### src/rtl/core/aicp_pkg.sv
// Shared types and constants for the animated image container parser.
// No dependencies; used by the queue, the parser and the top level.
package aicp_pkg;

	typedef logic [4:0] phase_t;

	localparam phase_t P_MAGIC   = 5'd0;
	localparam phase_t P_HSIZE   = 5'd1;
	localparam phase_t P_CSIZE   = 5'd2;
	localparam phase_t P_WIDTH   = 5'd3;
	localparam phase_t P_HEIGHT  = 5'd4;
	localparam phase_t P_CAPTION = 5'd5;
	localparam phase_t P_TAGS    = 5'd6;
	localparam phase_t P_PIX     = 5'd7;
	localparam phase_t P_BID     = 5'd8;
	localparam phase_t P_LHDR    = 5'd9;
	localparam phase_t P_LCRED   = 5'd10;
	localparam phase_t P_LANIM   = 5'd11;
	localparam phase_t P_HMAGIC  = 5'd12;
	localparam phase_t P_HSZ     = 5'd13;
	localparam phase_t P_NANIM   = 5'd14;
	localparam phase_t P_DATE    = 5'd15;
	localparam phase_t P_CLEN    = 5'd16;
	localparam phase_t P_CSKIP   = 5'd17;
	localparam phase_t P_DUR     = 5'd18;
	localparam phase_t P_END     = 5'd19;

	localparam logic [3:0] ERR_NONE      = 4'd0;
	localparam logic [3:0] ERR_BLOCK_ID  = 4'd1;
	localparam logic [3:0] ERR_HDR_LEN   = 4'd2;
	localparam logic [3:0] ERR_CONT_MAG  = 4'd3;
	localparam logic [3:0] ERR_CREATOR   = 4'd4;
	localparam logic [3:0] ERR_IMG_MAG   = 4'd5;
	localparam logic [3:0] ERR_SIZE      = 4'd6;
	localparam logic [3:0] ERR_CAPTION   = 4'd7;
	localparam logic [3:0] ERR_TAG       = 4'd8;

	localparam logic [1:0] WARN_NONE     = 2'd0;
	localparam logic [1:0] WARN_NO_ANIM  = 2'd1;
	localparam logic [1:0] WARN_CREDITS  = 2'd2;

	localparam logic [7:0] ID_HEADER     = 8'd1;
	localparam logic [7:0] ID_CREDITS    = 8'd2;
	localparam logic [7:0] ID_ANIM       = 8'd3;

	localparam logic [31:0] MAGIC_IMAGE  = 32'h4646_4943;
	localparam logic [31:0] MAGIC_CONT   = 32'h4646_4143;
	localparam int unsigned HDR_BLOCK_LEN = 20;
	localparam int unsigned IMG_FIXED    = 37;
	localparam int unsigned CRED_FIXED   = 14;
	localparam logic [7:0] CHAR_NL       = 8'h0A;
	localparam logic [7:0] CHAR_NUL      = 8'h00;

	// Front-to-back byte queue status.
	typedef struct packed {
		logic       avail;
		logic [7:0] data;
	} q_head_t;

endpackage

### src/rtl/core/aicp_queue.sv
// Front end: two-entry byte queue between the input channel and the parser.
// Depends on aicp_pkg.
module aicp_queue (
	input  logic              clk,
	input  logic              arst_n,
	input  logic              in_valid,
	output logic              in_ready,
	input  logic [7:0]        data_byte,
	input  logic              pop,
	output aicp_pkg::q_head_t head
);

	logic [7:0] mem_q [2];
	logic       wr_ptr_q;
	logic       rd_ptr_q;
	logic [1:0] count_q;
	logic       push;

	assign in_ready = (count_q != 2'd2);
	assign push     = in_valid && in_ready;
	assign head.avail = (count_q != 2'd0);
	assign head.data  = mem_q[rd_ptr_q];

	always_ff @(posedge clk) begin
		if (push) begin
			mem_q[wr_ptr_q] <= data_byte;
		end
	end

	always_ff @(posedge clk or negedge arst_n) begin
		if (!arst_n) begin
			wr_ptr_q <= 1'b0;
			rd_ptr_q <= 1'b0;
			count_q  <= 2'd0;
		end else begin
			if (push) wr_ptr_q <= ~wr_ptr_q;
			if (pop)  rd_ptr_q <= ~rd_ptr_q;
			count_q <= count_q + 2'(push) - 2'(pop);
		end
	end

endmodule

### src/rtl/core/aicp_parser.sv
// Back end: byte-serial parse state machine with a registered result stage.
// Depends on aicp_pkg.
module aicp_parser #(
	parameter int SIZE_WIDTH = 64
) (
	input  logic              clk,
	input  logic              arst_n,
	input  logic              mode_we,
	input  logic              mode_wdata,
	input  aicp_pkg::q_head_t head,
	output logic              pop,
	output logic              out_valid,
	input  logic              out_ready,
	output logic              pixel_valid,
	output logic [7:0]        red,
	output logic [7:0]        green,
	output logic [7:0]        blue,
	output logic              tag_end,
	output logic [1:0]        warning,
	output logic [3:0]        error_code,
	output logic              done_res
);

	localparam int W = SIZE_WIDTH;

	aicp_pkg::phase_t    phase_q, phase_n;
	logic [2:0]          cnt_q, cnt_n;
	logic [63:0]         field_q, field_n, full;
	logic [W-1:0]        blen_q, blen_n, hrem_q, hrem_n;
	logic                hshort_q, hshort_n;
	logic [W-1:0]        content_q, content_n, w3_q, w3_n, prod_q, prod_n;
	logic [W-1:0]        cap_q, cap_n, left_q, left_n, part, prod_sum, fv;
	logic [15:0]         pix_q, pix_n;
	logic [1:0]          pph_q, pph_n;
	logic [3:0]          err_q, err_n;
	logic                fin_q, fin_n;
	logic                pv, te;
	logic [1:0]          warn;
	logic [7:0]          r, g, bl, b;

	assign b    = head.data;
	assign pop  = head.avail && (!out_valid || out_ready);
	assign full = field_q | (64'(b) << {cnt_q, 3'b000});
	assign fv   = full[W-1:0];
	assign part = W'(w3_q * W'(b)) << {cnt_q, 3'b000};
	assign prod_sum = prod_q + part;

	always_comb begin
		phase_n = phase_q; cnt_n = cnt_q; field_n = field_q;
		blen_n = blen_q; hrem_n = hrem_q; hshort_n = hshort_q;
		content_n = content_q; w3_n = w3_q; prod_n = prod_q; cap_n = cap_q;
		left_n = left_q; pix_n = pix_q; pph_n = pph_q; err_n = err_q; fin_n = fin_q;
		pv = 1'b0; te = 1'b0; warn = aicp_pkg::WARN_NONE;
		r = 8'd0; g = 8'd0; bl = 8'd0;
		if (err_q == aicp_pkg::ERR_NONE && !fin_q) begin
			// Default field accumulation; phases that end a field override.
			cnt_n   = cnt_q + 3'd1;
			field_n = full;
			unique case (phase_q) inside
				aicp_pkg::P_MAGIC, aicp_pkg::P_HMAGIC: begin
					if (cnt_q == 3'd3) begin
						cnt_n = 3'd0; field_n = '0;
						if (phase_q == aicp_pkg::P_MAGIC) begin
							if (full[31:0] != aicp_pkg::MAGIC_IMAGE)
								err_n = aicp_pkg::ERR_IMG_MAG;
							else phase_n = aicp_pkg::P_HSIZE;
						end else begin
							if (full[31:0] != aicp_pkg::MAGIC_CONT)
								err_n = aicp_pkg::ERR_CONT_MAG;
							else phase_n = aicp_pkg::P_HSZ;
						end
					end
				end
				aicp_pkg::P_DATE: begin
					if (cnt_q == 3'd5) begin
						cnt_n = 3'd0; field_n = '0; phase_n = aicp_pkg::P_CLEN;
					end
				end
				aicp_pkg::P_HSIZE, aicp_pkg::P_CSIZE, aicp_pkg::P_WIDTH,
				aicp_pkg::P_HEIGHT, aicp_pkg::P_LHDR, aicp_pkg::P_LCRED,
				aicp_pkg::P_LANIM, aicp_pkg::P_HSZ, aicp_pkg::P_NANIM,
				aicp_pkg::P_CLEN, aicp_pkg::P_DUR: begin
					if (phase_q == aicp_pkg::P_HEIGHT) prod_n = prod_sum;
					if (cnt_q == 3'd7) begin
						cnt_n = 3'd0; field_n = '0;
						unique case (phase_q)
							aicp_pkg::P_HSIZE: begin
								hrem_n   = fv - W'(aicp_pkg::IMG_FIXED);
								hshort_n = fv < W'(aicp_pkg::IMG_FIXED);
								phase_n  = aicp_pkg::P_CSIZE;
							end
							aicp_pkg::P_CSIZE: begin
								content_n = fv; phase_n = aicp_pkg::P_WIDTH;
							end
							aicp_pkg::P_WIDTH: begin
								w3_n = fv + (fv << 1); prod_n = '0;
								phase_n = aicp_pkg::P_HEIGHT;
							end
							aicp_pkg::P_HEIGHT: begin
								if (prod_sum != content_q) err_n = aicp_pkg::ERR_SIZE;
								else begin
									cap_n = '0; phase_n = aicp_pkg::P_CAPTION;
								end
							end
							aicp_pkg::P_LHDR: begin
								blen_n = fv;
								if (fv != W'(aicp_pkg::HDR_BLOCK_LEN))
									err_n = aicp_pkg::ERR_HDR_LEN;
								else phase_n = aicp_pkg::P_HMAGIC;
							end
							aicp_pkg::P_LCRED: begin
								blen_n = fv; phase_n = aicp_pkg::P_DATE;
							end
							aicp_pkg::P_LANIM: begin
								blen_n = fv; phase_n = aicp_pkg::P_DUR;
							end
							aicp_pkg::P_HSZ: phase_n = aicp_pkg::P_NANIM;
							aicp_pkg::P_NANIM: begin
								if (fv == '0) warn = aicp_pkg::WARN_NO_ANIM;
								phase_n = aicp_pkg::P_BID;
							end
							aicp_pkg::P_CLEN: begin
								if (fv > blen_q) err_n = aicp_pkg::ERR_CREATOR;
								else begin
									if (fv + W'(aicp_pkg::CRED_FIXED) != blen_q)
										warn = aicp_pkg::WARN_CREDITS;
									left_n  = fv;
									phase_n = (fv == '0) ? aicp_pkg::P_BID
									                     : aicp_pkg::P_CSKIP;
								end
							end
							default: phase_n = aicp_pkg::P_MAGIC;
						endcase
					end
				end
				aicp_pkg::P_CAPTION: begin
					cnt_n = cnt_q; field_n = field_q;
					if (b == aicp_pkg::CHAR_NL) begin
						if (hshort_q || cap_q > hrem_q) err_n = aicp_pkg::ERR_CAPTION;
						else if (hrem_q == cap_q) begin
							pph_n = 2'd0;
							if (content_q == '0) begin
								fin_n = 1'b1; phase_n = aicp_pkg::P_END;
							end else begin
								left_n = content_q; phase_n = aicp_pkg::P_PIX;
							end
						end else begin
							left_n = hrem_q - cap_q; phase_n = aicp_pkg::P_TAGS;
						end
					end else if (cap_q != '1) begin
						cap_n = cap_q + W'(1);
					end
				end
				aicp_pkg::P_TAGS: begin
					cnt_n = cnt_q; field_n = field_q;
					left_n = left_q - W'(1);
					if (b == aicp_pkg::CHAR_NUL) begin
						te = 1'b1;
						if (left_q == W'(1)) begin
							pph_n = 2'd0;
							if (content_q == '0) begin
								fin_n = 1'b1; phase_n = aicp_pkg::P_END;
							end else begin
								left_n = content_q; phase_n = aicp_pkg::P_PIX;
							end
						end
					end else if (left_q == W'(1)) begin
						err_n = aicp_pkg::ERR_TAG;
					end
				end
				aicp_pkg::P_PIX: begin
					cnt_n = cnt_q; field_n = field_q;
					case (pph_q)
						2'd0: begin pix_n = {8'd0, b}; pph_n = 2'd1; end
						2'd1: begin pix_n = {b, pix_q[7:0]}; pph_n = 2'd2; end
						default: begin
							pv = 1'b1; r = pix_q[7:0]; g = pix_q[15:8]; bl = b;
							pix_n = '0; pph_n = 2'd0;
						end
					endcase
					left_n = left_q - W'(1);
					if (left_q == W'(1)) begin
						fin_n = 1'b1; phase_n = aicp_pkg::P_END;
					end
				end
				aicp_pkg::P_BID: begin
					cnt_n = cnt_q; field_n = field_q;
					if (b == aicp_pkg::ID_HEADER) phase_n = aicp_pkg::P_LHDR;
					else if (b == aicp_pkg::ID_CREDITS) phase_n = aicp_pkg::P_LCRED;
					else if (b == aicp_pkg::ID_ANIM) phase_n = aicp_pkg::P_LANIM;
					else err_n = aicp_pkg::ERR_BLOCK_ID;
				end
				aicp_pkg::P_CSKIP: begin
					cnt_n = cnt_q; field_n = field_q;
					left_n = left_q - W'(1);
					if (left_q == W'(1)) phase_n = aicp_pkg::P_BID;
				end
				default: begin
					cnt_n = cnt_q; field_n = field_q;
				end
			endcase
		end
	end

	always_ff @(posedge clk or negedge arst_n) begin
		if (!arst_n) begin
			phase_q <= aicp_pkg::P_MAGIC; cnt_q <= '0; field_q <= '0;
			blen_q <= '0; hrem_q <= '0; hshort_q <= 1'b0;
			content_q <= '0; w3_q <= '0; prod_q <= '0; cap_q <= '0; left_q <= '0;
			pix_q <= '0; pph_q <= '0; err_q <= '0; fin_q <= 1'b0; out_valid <= 1'b0;
		end else if (mode_we) begin
			// Restart from the reset state in the new mode.
			phase_q <= mode_wdata ? aicp_pkg::P_BID : aicp_pkg::P_MAGIC;
			cnt_q <= '0; field_q <= '0;
			blen_q <= '0; hrem_q <= '0; hshort_q <= 1'b0;
			content_q <= '0; w3_q <= '0; prod_q <= '0; cap_q <= '0; left_q <= '0;
			pix_q <= '0; pph_q <= '0; err_q <= '0; fin_q <= 1'b0;
		end else begin
			// Hold the result until taken; load a new one on every pop.
			out_valid <= pop || (out_valid && !out_ready);
			if (pop) begin
				phase_q <= phase_n; cnt_q <= cnt_n; field_q <= field_n;
				blen_q <= blen_n; hrem_q <= hrem_n;
				hshort_q <= hshort_n; content_q <= content_n; w3_q <= w3_n;
				prod_q <= prod_n; cap_q <= cap_n; left_q <= left_n;
				pix_q <= pix_n; pph_q <= pph_n; err_q <= err_n; fin_q <= fin_n;
			end
		end
	end

	always_ff @(posedge clk) begin
		if (pop) begin
			pixel_valid <= pv; red <= r; green <= g; blue <= bl;
			tag_end <= te; warning <= warn; error_code <= err_n; done_res <= fin_n;
		end
	end

endmodule

### src/rtl/core/animated_image_container_parser_unit.sv
// Top level of the animated image container parser.
// Depends on aicp_pkg, aicp_queue and aicp_parser.

// Parses one byte per clock unless out_ready stalls it: every accepted
// data_byte yields exactly one result beat, in order. A two-entry byte queue
// decouples the input channel from the parse state machine, and the parser's
// result register decouples it from the output channel, so with out_ready
// held high the block sustains one beat per cycle. Each byte passes through
// the queue and its result beat is then loaded into the result register,
// where it is held until taken. While out_ready is low the queue fills and
// in_ready drops once it holds two bytes. The only multiply on the per-byte
// path is a SIZE_WIDTH by 8 multiply-accumulate used while the height field
// streams in, which keeps the width*height*3 check at one byte per cycle.
// Write mode only while the block is idle; a write restarts the parser in
// the new mode (0 bare image, 1 container).
module animated_image_container_parser_unit #(
	parameter int SIZE_WIDTH = 64
) (
	input  logic       clk,
	input  logic       arst_n,
	input  logic       mode_we,
	input  logic       mode_wdata,
	input  logic       in_valid,
	output logic       in_ready,
	input  logic [7:0] data_byte,
	output logic       out_valid,
	input  logic       out_ready,
	output logic       pixel_valid,
	output logic [7:0] red,
	output logic [7:0] green,
	output logic [7:0] blue,
	output logic       tag_end,
	output logic [1:0] warning,
	output logic [3:0] error_code,
	output logic       done_res
);

	aicp_pkg::q_head_t head;
	logic              pop;

	// Front: hold incoming beats.
	aicp_queue u_queue (
		.clk, .arst_n, .in_valid, .in_ready, .data_byte, .pop, .head
	);

	// Back: advance the parse one byte per pop.
	aicp_parser #(.SIZE_WIDTH(SIZE_WIDTH)) u_parser (
		.clk, .arst_n, .mode_we, .mode_wdata, .head, .pop,
		.out_valid, .out_ready, .pixel_valid, .red, .green, .blue,
		.tag_end, .warning, .error_code, .done_res
	);

endmodule

### config.mk
export PLATFORM = sky130hd
export DESIGN_NAME = animated_image_container_parser_unit
export DESIGN_NICKNAME = d
export VERILOG_FILES = /design/src/rtl/core/aicp_pkg.sv /design/src/rtl/core/aicp_queue.sv /design/src/rtl/core/aicp_parser.sv /design/src/rtl/core/animated_image_container_parser_unit.sv
export SDC_FILE = /design/constraint.sdc
export NUM_CORES = 2
export LEC_CHECK = 0
export ABC_AREA = 1
export ABC_CLOCK_PERIOD_IN_PS = 12300
export BUFFER_PORTS_ARGS = -buffer_cell sky130_fd_sc_hd__buf_2
export CAP_MARGIN = 20
export CORE_ASPECT_RATIO = 1.5
export CORE_MARGIN = 5
export CORE_UTILIZATION = 36
export DETAILED_ROUTE_END_ITERATION = 7
export GPL_TIMING_DRIVEN = 0
export PLACE_DENSITY = 0.55
export SLEW_MARGIN = 20
export SYNTH_ARGS = -nofsm -noshare
export SYNTH_HDL_FRONTEND = slang
export SYNTH_SLANG_ARGS = --single-unit
### constraint.sdc
create_clock -name clk -period 12.3 [get_ports clk]
set_input_delay 2.46 -clock clk [delete_from_list [all_inputs] [get_ports clk]]
set_output_delay 2.46 -clock clk [all_outputs]
set_load 0.1 [all_outputs]
==> flow_summary.toml <==
[cts]
cts.clk_slew.worst_paths_ns = 0.06
cts_hold_buffers = 0
clock_latency_ns = 0.71
clock_sinks = 598
htreeDepth = 3
cts_made_buffers = 75
clockRootBuffer = "clkbuf_16"
cts_buffer_depth = 3
cts_tree = "yes"

[floorplan]
die-area_sq_um = 197400
ios = 49
rows = 195
core_area_sq_um = 187900
fp.dieH_um = 541.6
start_util_pct = 36.11
fp.dieW_um = 364.4

[synthesis]
synth_area_per_cell_sq_um = 6.739
synth_seq_area_share_pct = 22.42
synth_cells = 10066
synth_cell_type_count = 72
synth-edff-count = 49
ys_warn_count = 0
synth_top_flop_cell = "dfrtp_1"
ys_async_sr_fraction_pct = 91.81
ys_seq_elements = 598
synthesis.area_sq_um = 67830
syn_nets = 10896

[power]
leakage_nw = 33.82
ir_drop_uv = 188.0
p_clk_share_pct = 9.2
p_comb_share_pct = 79.2
power_frac_seq_pct = 11.6
p_int_w = 0.009481
power-per-cell-area_nw_per_um2 = 352.7
p_sw_w = 0.01679
switching_share_pct = 63.91

[route]
ant_nets = 0
num_vias = 71939
drtIter0Drc = 6328
post_drt_wl_per_cell_um = 30.33
vias_per_cell = 5.642
drtPass1Iterations = 6
postRouteWirelength_mm = 386.7
drc = 0

[global_route]
grt-ovfl-total = 0
antenna_found_initial = 35
grt_usage_pct = 38.31
grt_max_degree = 92
grt_pass1_vias = 72042
grt_pass1_wl_mm = 533.9

[setup_path]
cp.arrival_ns = 12.42
required_ns = 12.85
worst-path-max-fanout = 18
cpPeakStageDelay_ns = 0.65
path_class = "reg -> reg"
reg2reg_from = "u_queue.rd_ptr_q"
slowest_stage = "xnor2_1"
end_kind = "register"
worstSetupStartpoint = "u_queue.rd_ptr_q"
cp_common_cell = "nand2_1"
critPathLaunchType = "register"

[cells_and_area]
syn_to_final_growth_pct = 9.791
drive_gt1_share_pct = 4.518
fill_cells = 20438
multi_input_area_sq_um = 45950
final-seq-area_sq_um = 15210
design_area_sq_um = 74470
layout.nets = 11041

[status]
status = "finished, final reports clean"

[placed_design]
place_area_sq_um = 71640
port_buffers = 47
dp_hpwl_mm = 328.7
gp_congestion = 1.108

[timing]
setup_viol = 0
hold_ws_ns = 0.4906
rsz0062_at_grt = "no"
worst-slew-pin-transition_ns = 1.454
period_share_pct = 96.48
min_period_ns = 11.87
hold_violations = 0
slew_headroom_pct = 2.042
slew_violations = 0
fin_skew_ns = 0.03102
max_freq_mhz = 84.26

[job]
maxCapViolCount = 0

[hold_path]
holdCritPathClass = "reg -> reg"
hp-start = "u_parser.pph_q[0]"
==> timing repair <==
action                                  4_1_cts  5_1_grt
buffers inserted                              2        2
endpoints found under the setup margin       77       76
pin swaps                                     2        2
gates resized for setup                      37       34
==> synthesized netlist by cell type, drive strengths merged (73+ instances only) <==
| master | instances | share of area, % |
|---|---|---|
| nor4 | 73 | 0.68 |
| inv | 1483 | 8.2 |
| nand2 | 2530 | 14 |
| clkbuf | 199 | 1.1 |
| nand3 | 407 | 3.0 |
| a21oi | 709 | 5.3 |
| o21ai | 908 | 6.9 |
| nor3 | 172 | 1.3 |
| nand4 | 186 | 1.7 |
| nor2 | 1100 | 6.2 |
| dfrtp | 549 | 20 |
| buf | 100 | 0.74 |
| xor2 | 236 | 3.1 |
| fa | 351 | 10 |
| ha | 465 | 8.6 |
| a31oi | 77 | 0.71 |
==> placed cells by master, fill, tap and decap left out, types with 58 or more instances in the layout <==
cell type | netlist | final
dfrtp_1 | 549 | 549
nand2_1 | 2500 | 2498
a31oi_1 | 77 | 76
fa_1 | 351 | 351
nand4_1 | 184 | 184
clkbuf_16 | 0 | 77
o22ai_1 | 69 | 69
buf_2 | 13 | 68
o21ai_1 | 93 | 102
clkbuf_1 | 199 | 181
xor2_1 | 235 | 234
inv_1 | 1456 | 1456
ha_1 | 465 | 465
a21oi_1 | 703 | 696
xnor2_1 | 60 | 58
nand3_1 | 403 | 401
nor4_1 | 72 | 68
nor2_1 | 1077 | 1069
o21ai_0 | 786 | 774
nor3_1 | 162 | 159
==> area by class of cell <==
cell class              instances  share of cell area [%]
repair buffers                 73                  0.9274
multi-input cells            7673                   61.70
inverters                    1496                   7.554
diodes                         17                 0.05712
clock inverters                42                  0.5897
flip-flops and latches        598                   20.42
plain buffers                 294                   1.756
clock buffers                  95                   2.853
well taps                    2462                   4.136
==> routing by layer <==
layer	vias up	global-route usage [%]	routed length (um)
li1	33062	-	-
met1	34828	38.40	131200
met2	2834	65.87	185100
met3	1199	6.438	21060
met4	16	38.30	49220
met5	-	0	85
==> cell families (layout without fill, tap and decap cells) <==
group	Yosys count	count (layout)	share of synthesized area, %
XOR/XNOR	309	309	4.265
adder cells (fa/ha/maj)	816	816	18.94
buffers and inverters	1795	2000	10.12
AND/OR/NAND/NOR	4519	4519	27.62
other	0	17	0
AO/OA/AOI/OAI	2021	2021	16.52
flip-flops	598	598	22.42
multiplexers	8	8	0.1181
==> metrics by stage <==
step | worst slack (ns) | utilization [%] | total power (W) | setup TNS [ns] | instances
2_1_floorplan | 3.790 | - | 0.01515 | 0 | 10066
6_report | 0.4325 | 39.64 | 0.02627 | 0 | 12750
3_3_place_gp | -4.223 | 37.87 | 0.02307 | -2277.24 | 12575
3_5_place_dp | -0.9719 | 38.14 | 0.02318 | -59.30 | 12595
4_1_cts | 0.01305 | 39.55 | 0.02573 | 0 | 12729
5_1_grt | 0.0003659 | 39.62 | 0.02784 | 0 | 12734
==> power by group through the flow <==
stage | Combinational (W) | Clock, W | Sequential (W)
final | 0.0208 | 0.00241 | 0.00305
after global routing | 0.0222 | 0.00251 | 0.00309
after CTS | 0.0203 | 0.00245 | 0.00303
after detailed placement | 0.0201 | 0 | 0.00306
after global placement | 0.0200 | 0 | 0.00306
after floorplan | 0.0121 | 0 | 0.00307
==> worst paths after layout <==
path | end | slack, ns | depth (start not counted)
setup / recovery | u_parser.cap_q[63] | 0.43 | 48
hold / removal | u_parser.pph_q[0] | 0.49 | 2
setup reg to reg | u_parser.cap_q[63] | 0.43 | 48
hold reg to reg | u_parser.pph_q[0] | 0.49 | 2
max in group asynchronous | u_parser.w3_q[35] | 8.58 | 5
min in group asynchronous | u_parser.left_q[28] | 1.60 | 1
==> critical path, delay by kind of cell, from the launching register on <==
kind	cells	cell delay, ns
simple gates	22	3.87
fa+ha+maj	6	2.90
buf+inv	10	2.01
compound gates	9	1.82
xor+xnor	1	0.65
flops	1	0.45
==> sequential cells by signal, indices dropped and copies added, names as in the netlist, 2 cells and up <==
signal,count
u_queue.mem_q,16
u_parser.cnt_q,3
u_parser.hrem_q,64
u_parser.cap_q,64
u_parser.blue,8
u_parser.phase_q,5
u_parser.red,8
u_parser.content_q,64
u_queue.count_q,2
u_parser.w3_q,64
u_parser.err_q,4
u_parser.left_q,64
u_parser.prod_q,64
u_parser.green,8
u_parser.pix_q,16
u_parser.field_q,64
u_parser.pph_q,2
u_parser.error_code,4
u_parser.warning,2
u_parser.blen_q,64
Note: power is estimated with default switching activity, not from simulation.
